### src/rtl/pnt_divider.sv
module pnt_divider #(
    parameter int WIDTH = 16
) (
    input  logic             i_clk,
    input  logic             i_rst_n,
    input  logic             i_start,
    input  logic [WIDTH-1:0] i_dividend,
    input  logic [WIDTH-1:0] i_divisor,
    output logic             o_done,
    output logic [WIDTH-1:0] o_quotient,
    output logic [WIDTH-1:0] o_remainder
);

    localparam int CW = $clog2(WIDTH);

    logic             r_busy, n_busy;
    logic             r_done, n_done;
    logic [CW-1:0]    r_cnt, n_cnt;
    logic [WIDTH-1:0] r_quo, n_quo;
    logic [WIDTH-1:0] r_rem, n_rem;
    logic [WIDTH-1:0] r_dsr, n_dsr;
    logic [WIDTH:0]   shifted;
    logic [WIDTH:0]   diff;

    // One restoring step: shift in the next dividend bit and try a subtract.
    assign shifted = {r_rem, r_quo[WIDTH-1]};
    assign diff    = shifted - {1'b0, r_dsr};

    always_comb begin
        n_busy = r_busy;
        n_done = 1'b0;
        n_cnt  = r_cnt;
        n_quo  = r_quo;
        n_rem  = r_rem;
        n_dsr  = r_dsr;
        if (i_start) begin
            n_busy = 1'b1;
            n_cnt  = CW'(WIDTH - 1);
            n_quo  = i_dividend;
            n_rem  = '0;
            n_dsr  = i_divisor;
        end else if (r_busy) begin
            if (!diff[WIDTH]) begin
                n_rem = diff[WIDTH-1:0];
                n_quo = {r_quo[WIDTH-2:0], 1'b1};
            end else begin
                n_rem = shifted[WIDTH-1:0];
                n_quo = {r_quo[WIDTH-2:0], 1'b0};
            end
            if (r_cnt == '0) begin
                n_busy = 1'b0;
                n_done = 1'b1;
            end else begin
                n_cnt = r_cnt - CW'(1);
            end
        end
    end

    // Control state is reset; the datapath registers are not.
    always_ff @(posedge i_clk) begin
        if (!i_rst_n) begin
            r_busy <= 1'b0;
            r_done <= 1'b0;
            r_cnt  <= '0;
        end else begin
            r_busy <= n_busy;
            r_done <= n_done;
            r_cnt  <= n_cnt;
        end
        r_quo <= n_quo;
        r_rem <= n_rem;
        r_dsr <= n_dsr;
    end

    assign o_done      = r_done;
    assign o_quotient  = r_quo;
    assign o_remainder = r_rem;

endmodule

### config.mk
export PLATFORM = sky130hd
export DESIGN_NAME = pnt_divider
export DESIGN_NICKNAME = d
export VERILOG_FILES = /design/src/rtl/pnt_divider.sv
export SDC_FILE = /design/constraint.sdc
export NUM_CORES = 1
export LEC_CHECK = 0
export BUFFER_PORTS_ARGS = -buffer_cell sky130_fd_sc_hd__buf_2
export CAP_MARGIN = 25
export CORE_MARGIN = 2
export CORE_UTILIZATION = 50
export DETAILED_ROUTE_END_ITERATION = 8
export MAX_ROUTING_LAYER = met4
export PLACE_DENSITY = 0.76
export SYNTH_ARGS = -nofsm -noshare
export SYNTH_HDL_FRONTEND = slang
export SYNTH_SLANG_ARGS = --single-unit
### constraint.sdc
create_clock -name i_clk -period 4.6 [get_ports i_clk]
set_input_delay 0.92 -clock i_clk [delete_from_list [all_inputs] [get_ports i_clk]]
set_output_delay 0.92 -clock i_clk [all_outputs]
set_load 0.03 [all_outputs]
Yosys cells after proc, flatten, opt, wreduce, memory -nomap -nowiden
Index checks and enable logic that the tools add are counted.
Word-level totals
  output and inout port bits: 33
  logic and storage cells: 26
  register bits: 54
  bits of input ports: 35
Operators by class
  reduce and logical (&&, ||, !) cells: 4
  bitwise logic cells: 2
  equal/unequal tests: 1
  muxes and demuxes: 11
  add/subtract/negate cells: 2
Operators by type and width (number)
  16-bit 2-to-1 mux: 3
  17-bit by 16-bit subtractor with 17-bit output: 1
  4-bit 2-to-1 mux: 3
  1-bit 2-to-1 mux: 5
  4-bit logical NOT: 1
  4-bit by 1-bit subtractor with 4-bit output, second input constant: 1
  3-bit OR reduction: 1
  2-bit inequality test, second input constant: 1
  1-bit NOT: 2
  2-bit AND reduction: 1
  2-bit nonzero test: 1

Longest topological paths before layout
Gate-level depths: netlist (run 1).
  depth after elaboration: 4
  depth in mapped cells: 11
  mapped depth without buffers: 10

Least setup slack after synthesis (run 1)
OpenSTA, ideal clock, no wires.
  path kind: register to register
  from: register r_quo[15] (netlist: o_quotient[15])
  to: register r_rem[7] (netlist: o_remainder[7])
  stages on the path, launching flop included: 11
  data arrival time: 2.670 ns
  path slack: 1.842 ns
  data required time: 4.512 ns
  path buffers: 0
  period minus slack after synthesis: 2.758 ns
  cells stage by stage: edfxtp_1 > inv_1 > ha_1 > fa_1 > nand2b_1 > a21oi_2 > o21ai_2 > o21ai_4 > xnor2_1 > or3_1 > a311oi_2
On the way
  cells in the longest elaborated chain, start to end: 2
Ends and longest elaborated chain
  from (decl): RTL line 19  | logic [WIDTH-1:0] r_quo, n_quo;
  from (signal assigned): RTL line 70  | r_quo <= n_quo;
  17-bit by 16-bit subtractor with 17-bit output: RTL line 27  | assign diff = shifted - {1'b0, r_dsr};
  16-bit 2-to-1 mux: RTL line 43  | if (!diff[WIDTH]) begin
  to (signal assigned): RTL line 71  | r_rem <= n_rem;
  to (decl): RTL line 20  | logic [WIDTH-1:0] r_rem, n_rem;
Every way passes these cells.
A chain may end at the register's enable or synchronous reset.

Final worst setup path (run 1)
  from: register r_quo[15] (netlist: o_quotient[15])
  to: register r_rem[3] (netlist: o_remainder[3])
The elaborated chain is that of the path after synthesis.

==> results.toml, run 1 <==
[clock_network]
clock_path_buffers = 2
cts_root_buffer = "clkbuf_8"
hold_buffers = 0
htree_levels = 2
clkTransAtPathRegs_ns = 0.10
cts.sinks = 54
worst_skew_pair.late_latency_ns = 0.31
cts_resized = 0
cts_tree = "built"
cts_buffers = 5
post_cts_buffers = 0

[logic_synthesis]
ys.flop_type = "edfxtp_1"
ys_async_sr_fraction = 0
ys_seq_area_frac = 0.446
ys_warn_count = 0
synth_top_area_frac = 0.306
synth_nets = 358
syn_area_um2 = 3140
avgSynthCellArea_um2 = 10.3
synth-seq-cells = 54
synth.largest_area_cell = "edfxtp_1"
syn-instance-count = 305
synth_cell_types = 58
ys_top_cells_by_area = "edfxtp_1, dfxtp_1, ha_1"
synth_edf_count = 32

[timing]
tns_ns = 0
fin_ws_ns = 1.54
period_needed_ns = 3.06
fmax_mhz = 327
tightest_slew_ns = 0.731
hold_viol = 0
grt_setup_unrepaired = "false"
setup_viol_count_final = 0
period_share = 0.665
finalClockSkew_ns = 0.00486
hold-worst-slack_ns = 0.503
slew_violations = 0
slew_headroom = 0.509

[global_route]
grtUsageMet2 = 0.337
top_usage_layer = "met2"
grt_pass1_vias = 2513
gr-total-overflow = 0
grt_pass1_wl_um = 11100
gr-usage-all-layers = 0.200
grtUsageMet3 = 0.0358
antenna_found_initial = 0
grt_use_met1 = 0.247
grt_max_degree = 41

[worst_hold_path]
hold_depth = 1
min_path_type = "flip-flop to flip-flop"

[power]
vdd_drop_max_mv = 0.162
power_frac_seq = 0.470
leakagePower_nw = 1.56
comb_power_share = 0.314
sw_frac_of_total = 0.351
p_per_area_nw_per_um2 = 346
power.internal_mw = 0.818
switching_power_mw = 0.442
clockPowerShare = 0.216

[placement]
dp.cells = 438
gp_congestion = 0.889
place_area_um2 = 3540
place_ws_ns = 1.57
numPortBuffers = 67
post-dp-hpwl_um = 4720

[routing]
wl_per_cell_um = 14.5
drtPass1Iterations = 4
final_antenna_net_count = 0
via_per_inst = 5.55
drt-initial-drc-count = 83
drc = 0
vias = 2476
routed_wl_um = 6460

[layout]
final_nets = 423
stdcell_count = 446
final_area_um2 = 3640
insertedDiodeCount = 0
area_growth_pct = 15.9
drive_gt1_frac = 0.315

[worst_setup_path]
cp-start-kind = "flip-flop"
critical_path_required_ns = 4.83
crit_arrival_ns = 3.29
reg2regPathDepth = 10
critPathKind = "flip-flop to flip-flop"
crit_fanout = 14
cp-end-kind = "flip-flop"

[floorplan]
rows = 28
initial_utilization = 0.524
die_h_um = 83.3
ios = 68
coreArea_um2 = 5990
dieArea_um2 = 6930
fp.dieW_um = 83.3

[job]
cap_violations = 0

[status]
status = "completed"
registers in the layout, indices dropped and copies added, names as in the netlist:
register / flops
o_done: 1
r_cnt: 4
o_quotient: 16
r_busy: 1
r_dsr: 16
o_remainder: 16
per-stage QoR:
step,power [mW],util
finish,1.26,0.608
global route,1.33,0.608
CTS,1.27,0.608
detailed placement,0.996,0.592
global placement,0.985,0.592
floorplan,0.895,-
layout make-up:
class | count | area, um2
clock inverters | 3 | 26.3
fillers | 525 | 2350
clock buffers | 5 | 68.8
well taps | 75 | 93.8
flip-flops and latches | 54 | 1400
repair buffers | 70 | 358
multi-input cells | 211 | 1590
inverters | 28 | 105
worst max-delay path, cell delays in order, from the launching register on:
cell	delay (ns)
edfxtp_1	0.37
inv_1	0.07
ha_1	0.23
fa_1	0.40
nand2b_1	0.21
a21oi_2	0.17
o21ai_2	0.15
o21ai_4	0.29
xor2_2	0.57
o21ai_0	0.23
a311oi_2	0.29
cells in the mapped netlist, drive strengths merged (2+ instances only):
library cell   n
xor2           5
o22ai          2
a311oi        12
a21boi         6
nand2b         5
a41o           2
buf            3
and3           4
a211oi         2
dfxtp         22
o31ai          2
o21ai         14
o211ai         2
a21oi         18
ha            17
nand3b         4
or2            2
xnor2         10
nor3b          3
nor4           4
nand3          4
o21bai         2
nand2         38
nor3           2
nor2          18
inv           28
edfxtp        32
a31oi          3
mux2          15
clkbuf         9
per-layer routing:
metal	wire length (um)	vias to the layer above
met3	328	9
met4	93	0
met1	2950	1156
met2	3090	77
met5	0	-
li1	-	1234
placed cells by master, fill, tap and decap left out, drive strengths merged, types with 3 or more instances in the layout:
cell type / netlist / routed
nand2b: 5 / 5
a21boi: 6 / 6
clkbuf: 9 / 5
nand2: 38 / 38
inv: 28 / 28
edfxtp: 32 / 32
buf: 3 / 70
ha: 17 / 17
a21oi: 18 / 18
nand3b: 4 / 4
nor4: 4 / 4
nand3: 4 / 4
o21ai: 14 / 14
dfxtp: 22 / 22
clkinv: 0 / 3
xnor2: 10 / 10
xor2: 5 / 5
mux2: 15 / 15
nor2: 18 / 18
a311oi: 12 / 12
nor3b: 3 / 3
and3: 4 / 4
a31oi: 3 / 3
cell families (layout without fill, tap and decap cells):
family / Yosys count / count (layout) / synth area share
xor+xnor: 15 / 15 / 0.0442
flops: 54 / 54 / 0.446
fa+ha+maj: 18 / 18 / 0.0741
simple gates: 87 / 87 / 0.139
compound gates: 75 / 75 / 0.191
buf+inv: 40 / 106 / 0.0486
mux: 16 / 16 / 0.0570
worst paths after layout:
check | startpoint | end | slack [ns]
max | o_quotient[15] | o_remainder[3] | 1.54
min | r_cnt[2] | o_done | 0.50
max reg2reg | o_quotient[15] | o_remainder[3] | 1.54
min reg2reg | r_cnt[2] | o_done | 0.50
power groups by stage:
stage | combinational (mW) | clock, mW | sequential, mW
final | 0.395 | 0.273 | 0.592
after global routing | 0.434 | 0.298 | 0.599
after CTS | 0.395 | 0.280 | 0.593
after detailed placement | 0.392 | 0 | 0.604
after global placement | 0.383 | 0 | 0.602
after floorplan | 0.240 | 0 | 0.655
(Power assumes the default switching activity.)
==> run 2, diff against run 1 <==
- CORE_UTILIZATION: 50 -> 49
- PLACE_DENSITY: 0.76 -> 0.78
- clock period: 4.6 -> 2.63 ns (I/O delays scaled with it)
==> results.toml, run 2 (synthesis results as in run 1) <==
[clock_network]
cts.sinks = 54
hold_buffers = 0
worst_skew_pair.late_latency_ns = 0.31
clock_path_buffers = 2
htree_levels = 2
cts_tree = "built"
cts_root_buffer = "clkbuf_8"
clkTransAtPathRegs_ns = 0.10
cts_buffers = 5

[floorplan]
die_h_um = 84.1
rows = 29
initial_utilization = 0.500
fp.dieW_um = 84.1
ios = 68
coreArea_um2 = 6280
dieArea_um2 = 7070

[power]
vdd_drop_max_mv = 0.295
leakagePower_nw = 1.64
p_per_area_nw_per_um2 = 601

[routing]
drt-initial-drc-count = 132
drtPass1Iterations = 4
via_per_inst = 5.55
wl_per_cell_um = 15.2
final_antenna_net_count = 0
vias = 2564
routed_wl_um = 7030
drc = 0

[timing]
fmax_mhz = 397
period_share = 0.958
setup_viol_count_final = 0
tns_ns = 0
finalClockSkew_ns = 0.00798
grt_setup_unrepaired = "false"
hold_viol = 0
slew_violations = 0
period_needed_ns = 2.52
slew_headroom = 0.482
tightest_slew_ns = 0.776
hold-worst-slack_ns = 0.380
fin_ws_ns = 0.111

[status]
status = "completed"

[placement]
place_ws_ns = 0.0823
numPortBuffers = 67
gp_congestion = 0.922
post-dp-hpwl_um = 5330

[layout]
layout_commonest_cell = "buf_2"
fillerInstances = 537
insertedDiodeCount = 0
multi_input_area_um2 = 1660
drive_gt1_frac = 0.361
seq_area_um2 = 1400
final_nets = 437
area_growth_pct = 21.8
final_cell_mix = "buf_2, nand2_1, edfxtp_1"

[worst_setup_path]
cp-end-kind = "flip-flop"
crit_arrival_ns = 2.75
critical_path_required_ns = 2.86
cp-start-kind = "flip-flop"
critPathKind = "flip-flop to flip-flop"
crit_fanout = 6

[global_route]
gr-total-overflow = 0
grt_max_degree = 22
grt_pass1_vias = 2476
grt_pass1_wl_um = 11500
antenna_found_initial = 0
gr-usage-all-layers = 0.206

[job]
cap_violations = 0

[worst_hold_path]
min_path_type = "primary input to flip-flop"
==> run 2: metal layers <==
metal  routed length (um)  part of all wire  up-vias  global-route usage
li1                     -                 -     1260                   -
met1                 3150              0.45     1223               0.275
met2                 3440              0.49       74               0.321
met3                  370             0.053        7              0.0396
met4                   70             0.010        0              0.0601
met5                    0                 0        -                   -
==> run 2: through the flow <==
| step | cells | util | power (mW) | cell area (um2) |
|---|---|---|---|---|
| CTS | 460 | 0.600 | 2.28 | 3760 |
| global placement | 452 | 0.585 | 1.77 | 3670 |
| finish | 462 | 0.610 | 2.30 | 3830 |
| global route | 462 | 0.610 | 2.42 | 3830 |
| floorplan | 305 | - | 1.58 | 3180 |
| detailed placement | 452 | 0.585 | 1.79 | 3670 |
==> run 2: final timing paths <==
kind / start / endpoint / slack [ns] / cells after the start
setup / recovery: o_quotient[15] / o_remainder[2] / 0.11 / 11
hold / removal: i_divisor[3] / r_dsr[3] / 0.38 / 1
setup reg to reg: o_quotient[15] / o_remainder[2] / 0.11 / 11
hold reg to reg: r_cnt[3] / o_done / 0.51 / 1
==> run 2: worst max-delay path, stage by stage, from the launching register on <==
cell      delay [ns]
edfxtp_1        0.36
inv_1           0.06
ha_2            0.20
fa_2            0.34
nand2b_4        0.17
a21oi_4         0.16
o21ai_4         0.08
o21ai_4         0.33
xor2_4          0.26
buf_4           0.17
nand3_1         0.09
a311oi_2        0.24
==> run 2: area by class of cell <==
cell class / instances / share of cell area
repair buffers: 84 / 0.122
flip-flops and latches: 54 / 0.366
clock buffers: 5 / 0.0180
clock inverters: 3 / 0.00687
multi-input cells: 211 / 0.434
well taps: 77 / 0.0252
inverters: 28 / 0.0275
==> run 2: what timing repair did <==
action,CTS,global route
gates resized for setup,0,9
endpoints found under the hold margin,0,0
setup buffers,0,2
setup endpoints to repair,0,13
==> run 2: report_power, final <==
| group | switching [mW] | leakage (nW) | internal [mW] |
|---|---|---|---|
| logic | 0.463 | 1.09 | 0.306 |
| registers | 0.0555 | 0.499 | 0.982 |
| clock network | 0.297 | 0.0491 | 0.197 |
==> run 3, diff against run 2 <==
- ABC_AREA: unset -> 1
- CORE_UTILIZATION: 49 -> 50
- PLACE_DENSITY: 0.78 -> 0.79
==> results.toml, run 3 <==
[placement]
place_ws_ns = 0.334
numPortBuffers = 67
place_area_um2 = 3690
post-dp-hpwl_um = 5520
gp_congestion = 0.946

[clock_network]
post_cts_buffers = 0
clkTransAtPathRegs_ns = 0.11
cts_resized = 0
htree_levels = 2
worst_skew_pair.late_latency_ns = 0.31
cts.sinks = 54
cts_buffers = 5
cts_tree = "built"
hold_buffers = 0
cts_root_buffer = "clkbuf_8"
clock_path_buffers = 2

[routing]
vias = 2967
drt-initial-drc-count = 137
drtPass1Iterations = 4
wl_per_cell_um = 11.8
routed_wl_um = 7280
via_per_inst = 4.82
drc = 0
final_antenna_net_count = 0

[layout]
final_nets = 591
final_cell_mix = "nand2_1, inv_1, buf_2"
drive_gt1_frac = 0.167
insertedDiodeCount = 0
layout_commonest_cell = "nand2_1"
seq_area_um2 = 1400
area_growth_pct = 15.9
multi_input_area_um2 = 1500
fillerInstances = 601
final_area_um2 = 3820

[power]
leakagePower_nw = 2.19
vdd_drop_max_mv = 0.391
p_per_area_nw_per_um2 = 494

[job]
cap_violations = 0

[logic_synthesis]
ys_warn_count = 0
ys_async_sr_fraction = 0
synth.largest_area_cell = "edfxtp_1"
syn-instance-count = 469
ys_seq_area_frac = 0.425
synth_nets = 522
avgSynthCellArea_um2 = 7.02
synth_cell_types = 25
ys_top_cells_by_area = "edfxtp_1, nand2_1, dfxtp_1"
ys.flop_type = "edfxtp_1"
synth_edf_count = 32
synthTopCellsByCount = "nand2_1, inv_1, edfxtp_1, nand3_1, dfxtp_1"
synth-seq-cells = 54
syn_area_um2 = 3290
synth_top_area_frac = 0.292
synth_most_common_cell = "nand2_1"

[worst_setup_path]
critPathSlowestCell = "fa_1"
critical_path_required_ns = 2.68
crit_arrival_ns = 2.40
cp_top_family = "simple AND/OR/NAND/NOR gates"
path_common_cell = "nand2_1"
crit_fanout = 17
slowest_delay_ns = 0.41
cp-end-kind = "flip-flop"
critPathBufInv = 2
crit_chain = "inv_1 > ha_1 > fa_1 > inv_1 > nand2_1 > nand2_1 > nand3_1 > nand2_1 > nand2_2 > nand2_2 > nand2_1 > nand2_4 > o21ai_0"
critPathKind = "flip-flop to flip-flop"
cp-start-kind = "flip-flop"

[floorplan]
die_h_um = 85.2
fp.dieW_um = 85.2
dieArea_um2 = 7250
coreArea_um2 = 6350
initial_utilization = 0.519
ios = 68
rows = 29

[worst_hold_path]
min_path_type = "primary input to flip-flop"

[timing]
fin_ws_ns = 0.281
tightest_slew_ns = 0.609
grt_setup_unrepaired = "false"
hold_viol = 0
period_needed_ns = 2.35
fmax_mhz = 426
finalClockSkew_ns = 0.0117
period_share = 0.893
setup_viol_count_final = 0
slew_violations = 0
tns_ns = 0
slew_headroom = 0.594

[global_route]
gr-usage-all-layers = 0.218
gr-total-overflow = 0
antenna_found_initial = 0
grt_pass1_wl_um = 12200
grt_pass1_vias = 2710
grt_max_degree = 26

[status]
status = "completed"
-- run 3: cell types whose count changed in the layout (fill, tap and decap cells not counted), moves of 5 or more --
cell      before  now
o21ai_0       10    4
nand2_1       36  202
xnor2_1        9    4
mux2_2        15    0
a21boi_0       5    0
a311oi_2       9    0
buf_4         16    3
nand2_2        2    7
nand3_1        3   30
inv_1         26   91
-- run 3: area by class of cell --
cell class,instances,share of cell area
Sequential cell,54,0.367
Timing Repair Buffer,70,0.0937
Clock inverter,3,0.0125
Tap cell,77,0.0252
Inverter,92,0.0904
Clock buffer,5,0.0180
Multi-Input combinational cell,315,0.393
-- run 3: path summary, 6_finish.rpt --
| path | end | start | cells past startpoint | slack [ns] |
|---|---|---|---|---|
| worst max-delay path | o_quotient[0] | o_quotient[15] | 13 | 0.28 |
| worst min register to register | r_cnt[1] | r_cnt[1] | 2 | 0.47 |
| worst max register to register | o_quotient[0] | o_quotient[15] | 13 | 0.28 |
| worst min-delay path | r_dsr[1] | i_divisor[1] | 1 | 0.38 |
-- run 3: where the power goes --
part / leakage, nW / internal [mW] / switching (mW)
Sequential: 0.500 / 0.959 / 0.0267
Clock: 0.0587 / 0.289 / 0.291
Combinational: 1.63 / 0.106 / 0.217
Total: 2.19 / 1.35 / 0.534
-- run 3: metrics by stage --
stage	util	hold slack (ns)	total power [mW]	cells
final	0.601	0.375	1.89	616
after global routing	0.601	0.364	1.98	616
after CTS	0.600	0.371	1.90	615
after detailed placement	0.582	0.466	1.33	607
after global placement	0.582	0.449	1.32	607
after floorplan	-	0.439	1.22	469
-- run 3: kinds of logic after synthesis --
family                   count (synthesis)  synth area share
adder cells (fa/ha/maj)                 18            0.0706
XOR/XNOR                                 7            0.0186
flip-flops                              54             0.425
AO/OA/AOI/OAI                           18            0.0285
buffers and inverters                  100             0.119
AND/OR/NAND/NOR                        272             0.338
-- run 3: per-layer routing --
metal | vias to the layer above | track usage | share of wire
met5 | - | - | 0
met3 | 8 | 0.0428 | 0.074
li1 | 1566 | - | -
met2 | 82 | 0.354 | 0.47
met4 | 0 | 0.0664 | 0.017
met1 | 1311 | 0.278 | 0.44
